==> config.mk <==
export PLATFORM = sky130hd
export DESIGN_NAME = light_gate_transit_timer_flat
export DESIGN_NICKNAME = d
export VERILOG_FILES = /design/src/hdl/lgt_pkg.sv /design/src/hdl/lgt_ifs.sv /design/src/hdl/light_gate_transit_timer.sv /design/src/hdl/lgt_gate.sv /design/src/flat_wrapper.sv
export SDC_FILE = /design/constraint.sdc
export NUM_CORES = 1
export LEC_CHECK = 0
export BUFFER_PORTS_ARGS = -buffer_cell sky130_fd_sc_hd__buf_2
export CAP_MARGIN = 20
export CORE_MARGIN = 1
export CORE_UTILIZATION = 55
export DETAILED_ROUTE_END_ITERATION = 10
export PLACE_DENSITY = 0.75
export SYNTH_ARGS = -nofsm -noshare
export SYNTH_HDL_FRONTEND = slang
export SYNTH_SLANG_ARGS = --single-unit
export TNS_END_PERCENT = 100
==> constraint.sdc <==
create_clock -name clk -period 5.9 [get_ports clk]
set_clock_uncertainty 0.1 [all_clocks]
set_input_delay 1.18 -clock clk [delete_from_list [all_inputs] [get_ports clk]]
set_output_delay 1.18 -clock clk [all_outputs]
set_load 0.05 [all_outputs]
==> src/hdl/lgt_pkg.sv <==
// Shared widths, codes and types for the light gate transit timer.
package lgt_pkg;

	localparam int ADC_W          = 12;
	localparam int TIME_W         = 32;
	localparam int PASS_W         = 16;
	localparam int CFG_W          = 12;
	localparam int CFG_IDX_W      = 1;
	localparam int COUNT_BITS_DEF = 16;

	localparam logic [CFG_IDX_W-1:0] REG_FALL_THR = CFG_IDX_W'(0);
	localparam logic [CFG_IDX_W-1:0] REG_RISE_THR = CFG_IDX_W'(1);

	localparam logic [ADC_W-1:0] FALL_THR_RST = ADC_W'(1024);
	localparam logic [ADC_W-1:0] RISE_THR_RST = ADC_W'(2048);

	localparam logic REQ_SAMPLE = 1'b0;
	localparam logic REQ_CLEAR  = 1'b1;

	typedef struct packed {
		logic              req_type;
		logic [ADC_W-1:0]  adc_sample;
		logic [TIME_W-1:0] time_us;
	} lgt_item_t;

	typedef struct packed {
		logic              in_zone;
		logic [PASS_W-1:0] pass_count;
		logic [TIME_W-1:0] transit_us;
	} lgt_result_t;

	typedef struct packed {
		logic [ADC_W-1:0] fall;
		logic [ADC_W-1:0] rise;
	} lgt_thr_t;

endpackage

==> src/hdl/lgt_ifs.sv <==
// Valid/ready channel interfaces for sensor samples and gate results.
interface lgt_sample_if;
	import lgt_pkg::*;

	logic              valid;
	logic              ready;
	logic              req_type;
	logic [ADC_W-1:0]  adc_sample;
	logic [TIME_W-1:0] time_us;

	modport source (output valid, output req_type, output adc_sample, output time_us,
		input ready);
	modport sink (input valid, input req_type, input adc_sample, input time_us,
		output ready);
endinterface

interface lgt_result_if;
	import lgt_pkg::*;

	logic              valid;
	logic              ready;
	logic              in_zone;
	logic [PASS_W-1:0] pass_count;
	logic [TIME_W-1:0] transit_us;

	modport source (output valid, output in_zone, output pass_count, output transit_us,
		input ready);
	modport sink (input valid, input in_zone, input pass_count, input transit_us,
		output ready);
endinterface

==> src/hdl/light_gate_transit_timer.sv <==
// Light gate transit timer top level: input stage, gate update, result register.
// Accepts one beat per clock while the result side is ready and returns one result beat
// for every accepted beat, through the input and result registers. The rate is set by
// the combinational gate update in stage one (threshold compare, counter increment and
// 32-bit exit-minus-entry subtract); the result register lets a new beat enter while the
// previous result still waits. Thresholds are written through cfg_we, cfg_index (0 fall,
// 1 rise) and cfg_wdata; the user must write only while no beat is in flight (unenforced).
module light_gate_transit_timer #(
	parameter int COUNT_BITS = lgt_pkg::COUNT_BITS_DEF
) (
	input  logic                           clk,
	input  logic                           arst_n,
	input  logic                           cfg_we,
	input  logic [lgt_pkg::CFG_IDX_W-1:0]  cfg_index,
	input  logic [lgt_pkg::CFG_W-1:0]      cfg_wdata,
	lgt_sample_if.sink                     sample_ch,
	lgt_result_if.source                   result_ch
);
	import lgt_pkg::*;

	lgt_thr_t    thr_q;
	logic        valid_s1;
	lgt_item_t   item_s1;
	logic        valid_s2;
	lgt_result_t result_s2;
	lgt_result_t result_n;
	logic        move_s1;
	logic        acc_in;

	assign move_s1         = valid_s1 && (!valid_s2 || result_ch.ready);
	assign sample_ch.ready = !valid_s1 || move_s1;
	assign acc_in          = sample_ch.valid && sample_ch.ready;

	always_ff @(posedge clk or negedge arst_n) begin
		if (!arst_n) begin
			thr_q.fall <= FALL_THR_RST;
			thr_q.rise <= RISE_THR_RST;
		end else if (cfg_we) begin
			case (cfg_index)
				REG_FALL_THR: thr_q.fall <= ADC_W'(cfg_wdata);
				REG_RISE_THR: thr_q.rise <= ADC_W'(cfg_wdata);
				default: ;
			endcase
		end
	end

	always_ff @(posedge clk or negedge arst_n) begin
		if (!arst_n) begin
			valid_s1 <= 1'b0;
			valid_s2 <= 1'b0;
		end else begin
			valid_s1 <= acc_in || (valid_s1 && !move_s1);
			valid_s2 <= move_s1 || (valid_s2 && !result_ch.ready);
		end
	end

	always_ff @(posedge clk) begin
		if (acc_in) begin
			item_s1.req_type   <= sample_ch.req_type;
			item_s1.adc_sample <= sample_ch.adc_sample;
			item_s1.time_us    <= sample_ch.time_us;
		end
		if (move_s1) begin
			result_s2 <= result_n;
		end
	end

	lgt_gate #(
		.COUNT_BITS(COUNT_BITS)
	) u_gate (
		.clk    (clk),
		.arst_n (arst_n),
		.step   (move_s1),
		.item   (item_s1),
		.thr    (thr_q),
		.result (result_n)
	);

	assign result_ch.valid      = valid_s2;
	assign result_ch.in_zone    = result_s2.in_zone;
	assign result_ch.pass_count = result_s2.pass_count;
	assign result_ch.transit_us = result_s2.transit_us;

endmodule

==> src/hdl/lgt_gate.sv <==
// Hysteresis gate state, pass counter and transit latch; result of the current beat.
module lgt_gate #(
	parameter int COUNT_BITS = lgt_pkg::COUNT_BITS_DEF
) (
	input  logic                clk,
	input  logic                arst_n,
	input  logic                step,
	input  lgt_pkg::lgt_item_t  item,
	input  lgt_pkg::lgt_thr_t   thr,
	output lgt_pkg::lgt_result_t result
);
	import lgt_pkg::*;

	logic                  occupied_q;
	logic [TIME_W-1:0]     entry_q;
	logic [TIME_W-1:0]     exit_q;
	logic [TIME_W-1:0]     last_transit_q;
	logic [COUNT_BITS-1:0] passes_q;

	logic                  occupied_n;
	logic [TIME_W-1:0]     entry_n;
	logic [TIME_W-1:0]     exit_n;
	logic [TIME_W-1:0]     transit_n;
	logic [COUNT_BITS-1:0] passes_n;

	always_comb begin
		occupied_n = occupied_q;
		entry_n    = entry_q;
		exit_n     = exit_q;
		passes_n   = passes_q;
		if (item.req_type == REQ_CLEAR) begin
			passes_n = '0;
		end else if (!occupied_q && (item.adc_sample < thr.fall)) begin
			occupied_n = 1'b1;
			entry_n    = item.time_us;
		end else if (occupied_q && (item.adc_sample > thr.rise)) begin
			occupied_n = 1'b0;
			exit_n     = item.time_us;
			passes_n   = passes_q + COUNT_BITS'(1);
		end
		// latch only while the gate is clear; wraps mod 2^32
		transit_n = occupied_n ? last_transit_q : (exit_n - entry_n);
	end

	always_ff @(posedge clk or negedge arst_n) begin
		if (!arst_n) begin
			occupied_q     <= 1'b0;
			entry_q        <= '0;
			exit_q         <= '0;
			passes_q       <= '0;
			last_transit_q <= '0;
		end else if (step) begin
			occupied_q     <= occupied_n;
			entry_q        <= entry_n;
			exit_q         <= exit_n;
			passes_q       <= passes_n;
			last_transit_q <= transit_n;
		end
	end

	assign result.in_zone    = occupied_n;
	assign result.pass_count = PASS_W'(passes_n);
	assign result.transit_us = transit_n;

endmodule

==> src/flat_wrapper.sv <==
// flat-port wrapper written by rule: the top's interface ports become plain ports
module light_gate_transit_timer_flat import lgt_pkg::*;
#(
	parameter int COUNT_BITS = lgt_pkg::COUNT_BITS_DEF
)
  (clk, arst_n, cfg_we, cfg_index, cfg_wdata, sample_ch_valid, sample_ch_req_type, sample_ch_adc_sample, sample_ch_time_us, sample_ch_ready, result_ch_valid, result_ch_in_zone, result_ch_pass_count, result_ch_transit_us, result_ch_ready);
  lgt_sample_if sample_ch_i ();
  lgt_result_if result_ch_i ();
  input  logic clk;
  input  logic arst_n;
  input  logic cfg_we;
  input  logic [lgt_pkg::CFG_IDX_W-1:0] cfg_index;
  input  logic [lgt_pkg::CFG_W-1:0] cfg_wdata;
  input wire logic [$bits(sample_ch_i.valid)-1:0] sample_ch_valid;
  input wire logic [$bits(sample_ch_i.req_type)-1:0] sample_ch_req_type;
  input wire logic [$bits(sample_ch_i.adc_sample)-1:0] sample_ch_adc_sample;
  input wire logic [$bits(sample_ch_i.time_us)-1:0] sample_ch_time_us;
  output wire logic [$bits(sample_ch_i.ready)-1:0] sample_ch_ready;
  output wire logic [$bits(result_ch_i.valid)-1:0] result_ch_valid;
  output wire logic [$bits(result_ch_i.in_zone)-1:0] result_ch_in_zone;
  output wire logic [$bits(result_ch_i.pass_count)-1:0] result_ch_pass_count;
  output wire logic [$bits(result_ch_i.transit_us)-1:0] result_ch_transit_us;
  input wire logic [$bits(result_ch_i.ready)-1:0] result_ch_ready;
  assign sample_ch_i.valid = sample_ch_valid;
  assign sample_ch_i.req_type = sample_ch_req_type;
  assign sample_ch_i.adc_sample = sample_ch_adc_sample;
  assign sample_ch_i.time_us = sample_ch_time_us;
  assign sample_ch_ready = sample_ch_i.ready;
  assign result_ch_valid = result_ch_i.valid;
  assign result_ch_in_zone = result_ch_i.in_zone;
  assign result_ch_pass_count = result_ch_i.pass_count;
  assign result_ch_transit_us = result_ch_i.transit_us;
  assign result_ch_i.ready = result_ch_ready;
  light_gate_transit_timer #(.COUNT_BITS(COUNT_BITS)) u_core (.clk(clk), .arst_n(arst_n), .cfg_we(cfg_we), .cfg_index(cfg_index), .cfg_wdata(cfg_wdata), .sample_ch(sample_ch_i), .result_ch(result_ch_i));
endmodule
==> results by group <==
Synth
  – Cells after Synth: 1164
  – Top cell type's share of synthesized area: 29.1%
  – EDFF count, synth: 94
  – Yosys warnings: 0
  – Syn Nets: 1283
  – Netlist cell types: 62
  – Sequential area share after synthesis: 53.6%
  – Cells taking the most area after synthesis: dfrtp_1 29%, edfxtp_1 24%, nand2_1 11%
  – Synthesized area: 0.0118 sq mm
  – Synth area leader: dfrtp_1
  – Syn Area/Cell: 10.1 sq um
  – Register bit total from synthesis: 233
  – Synth async-reset ratio: 59.7%
  – Top FF cell, synth: dfrtp_1
  – Synth top cells by count: 335 x nand2_1, 137 x dfrtp_1, 94 x edfxtp_1, 68 x o21ai_0, 61 x nor2_1
  – Top-count cell post-synth: nand2_1

Floorplan
  – Initial Utilization: 55.9%
  – Boundary Pins: 114
  – Die Height: 148 um
  – Core Area: 0.0210 sq mm
  – Die W: 148 um
  – Row count: 53
  – Die area: 0.0220 sq mm

Run status
  – Outcome: complete, no violations

Clock tree
  – Total CTS buffers: 25
  – H-tree Lvls: 1
  – CTS tree: yes
  – Clk slew on worst S/H paths: 60 ps
  – CTS Sinks: 233
  – # hold bufs at CTS: 0
  – Post-CTS setup buffer count: 0
  – Clk_lat worst skew: 530 ps
  – Clock root buffer: clkbuf_16
  – Cts repair resizes: 0
  – Max Buffers Root-to-Sink: 3

Timing
  – Final hold violations: 0
  – Final setup vio count: 0
  – Slew HR: 28.2%
  – Max frequency: 190 MHz
  – RSZ-0062 raised after global routing: false
  – Slew Limit Fails: 0
  – Pin slew with the least headroom to its limit: 1080 ps
  – Post-layout minimum cycle time: 5260 ps
  – Setup slack after layout: 635 ps
  – Setup TNS: 0 ps
  – Final period util: 89.2%

Worst setup path
  – Slowest stage delay, CP: 510 ps
  – Reg2reg end: u_core.result_ch.transit_us[28]$_DFFE_PP_
  – WP data required: 6200 ps
  – Crit. Startpoint: u_core.thr_q[22]$_DFFE_PN1P_
  – Setup crit end: u_core.result_ch.transit_us[28]$_DFFE_PP_
  – Slowest CP cell: dfstp_2
  – Largest fanout on the critical path: 19
  – Endpoint type of the worst setup path: register
  – RR Startpoint: u_core.thr_q[22]$_DFFE_PN1P_
  – Data arrival, critical path: 5560 ps
  – Crit path kind: reg2reg
  – Reg2Reg Depth: 19
  – Crit path cell chain: inv_1 > ha_1 > a211oi_1 > nand2b_1 > a211oi_1 > o21ai_4 > mux2_2 > ha_1 > inv_1 > fa_1 > a21o_1 > a21oi_2 > o21ai_1 > a221oi_2 > nor3b_2 > o2111ai_2 > a31oi_1 > or4_1 > nand3_1
  – Startpoint type of the worst setup path: register
  – R2r setup slk: 640 ps

Power and ir drop
  – Switching share of power: 42.5%
  – Internal power: 0.00471 W
  – Clk pwr share: 18.4%
  – VDD IR max: 0.278 mV
  – Sequential share of power: 30.9%
  – Net switching power: 0.00347 W
  – Comb pwr share: 50.7%
  – Power Density: 608 mW/mm^2
  – Leak pwr: 6.27 nW

Global routing
  – GRT Total Usage: 23.6%
  – Pin count of the biggest net entering global routing: 97
  – First-pass GRT wire length: 41.4 mm
  – Gr ovfl total: 0
  – Vias in the first global route: 8209
  – Antenna violations before repair: 0

Job
  – Max-cap violations: 0

Cells and area
  – Fillers: 1677
  – Layout cells sized above 1: 17.8%
  – P&R area growth vs syn: 14.4%
  – Fin nets: 1390
  – Ant diodes: 0
  – Utilization after layout: 64.0%

Detailed routing
  – Drt total wl: 25.1 mm
  – 1st-pass router iterations: 5
  – Number of vias per cell: 5.46
  – Detail Route Antenna Nets: 0
  – Post-DR wirelength/cell: 16.0 um
  – Number of remaining DRC errors: 0
  – Iteration-0 DRC count of the detailed router: 485
  – DR vias: 8544

Worst hold path
  – Worst min-delay path class: reg2reg

Placed design
  – GP Congestion: 0.867
  – IO buf count: 113
  – Pre-CTS setup slack: 687 ps
  – Hpwl dp: 17.0 mm
==> registers in the layout, indices dropped and copies added (netlist names), 16 cells and up <==
signal,count
u_core.u_gate.last_transit_q,32
u_core.u_gate.exit_q,32
u_core.thr_q,24
u_core.u_gate.passes_q,16
u_core.item_s1,45
u_core.result_ch.pass_count,16
u_core.u_gate.entry_q,32
u_core.result_ch.transit_us,32
==> power by group through the flow <==
stage          combinational [W]  sequential (W)  clock (W)
4_1_cts                  0.00411         0.00252    0.00153
2_1_floorplan            0.00269         0.00294          0
3_3_place_gp             0.00400         0.00253          0
3_5_place_dp             0.00408         0.00255          0
6_report                 0.00415         0.00253    0.00151
5_1_grt                  0.00455         0.00258    0.00160
==> logic make-up after synthesis <==
logic type,Yosys count,share of synthesized area [%]
xor+xnor,37,2.76
fa+ha+maj,56,6.02
compound gates,190,10.1
buf+inv,92,3.03
simple gates,466,16.4
flops,233,53.6
mux,90,8.14
==> worst min-delay path by stage <==
stage | startpoint | to | slack [ps] | cells after the start
2_1_floorplan | u_core.u_gate.entry_q[0]$_DFFE_PN0P_ | u_core.u_gate.entry_q[0]$_DFFE_PN0P_ | 340 | 2
3_3_place_gp | u_core.u_gate.entry_q[0]$_DFFE_PN0P_ | u_core.u_gate.entry_q[0]$_DFFE_PN0P_ | 350 | 2
3_5_place_dp | u_core.u_gate.entry_q[0]$_DFFE_PN0P_ | u_core.u_gate.entry_q[0]$_DFFE_PN0P_ | 360 | 2
4_1_cts | u_core.u_gate.last_transit_q[5]$_DFFE_PN0P_ | u_core.u_gate.last_transit_q[5]$_DFFE_PN0P_ | 380 | 2
5_1_grt | u_core.u_gate.exit_q[28]$_DFFE_PN0P_ | u_core.u_gate.exit_q[28]$_DFFE_PN0P_ | 390 | 2
6_report | u_core.u_gate.last_transit_q[11]$_DFFE_PN0P_ | u_core.u_gate.last_transit_q[11]$_DFFE_PN0P_ | 370 | 2
==> metrics by stage <==
stage | hold WS (ps) | instances | area (sq um) | power [W]
global route | 395 | 1565 | 13500 | 0.00873
floorplan | 340 | 1164 | 11800 | 0.00563
global placement | 351 | 1517 | 12600 | 0.00653
detailed placement | 361 | 1518 | 12600 | 0.00663
CTS | 375 | 1564 | 13400 | 0.00817
finish | 372 | 1565 | 13500 | 0.00818
==> cell usage in the layout, fill, tap and decap left out, types with 4 or more instances in the layout <==
cell       instances
o21a_1            11
o21ai_0           68
a211oi_1           9
o31ai_1            8
ha_1              55
dfrtp_1          137
nor3_1            12
nand4_1            8
nand3_1           10
nand2b_1           8
inv_1             43
nand2_1          334
o22ai_1            5
o21bai_1           4
xor2_1             9
edfxtp_1          94
o21ai_1           14
nor2_1            60
buf_4             13
mux2_2            44
o211ai_1           4
a21o_1            11
nor2b_1            6
clkbuf_16         25
buf_2            112
clkbuf_1           6
mux2i_1           45
and3_1             6
o31a_1             4
xnor2_1           28
a21oi_1           30
==> metal layers <==
layer | track usage (%) | part of all wire [%]
met4 | 5.21 | 1.5
met5 | 0 | 0
met3 | 2.91 | 4.6
met1 | 35.1 | 48
met2 | 37.2 | 45
==> worst max-delay path, delay by kind of cell, from the launching register on <==
family	cells	cell delay [ps]
buf+inv	2	120
mux	1	340
compound gates	9	2430
simple gates	4	810
flops	1	510
fa+ha+maj	3	810
==> layout make-up <==
type / instances / area [sq um] / share of cell area, %
multi-input combinational: 839 / 5120 / 38.1
timing repair buffer: 128 / 724 / 5.39
sequential: 233 / 6300 / 46.9
inverter: 44 / 165 / 1.23
tap: 275 / 344 / 2.56
clock inverter: 12 / 100 / 0.744
clock buffer: 34 / 689 / 5.13
No activity file was read; power rests on OpenSTA's default activity.
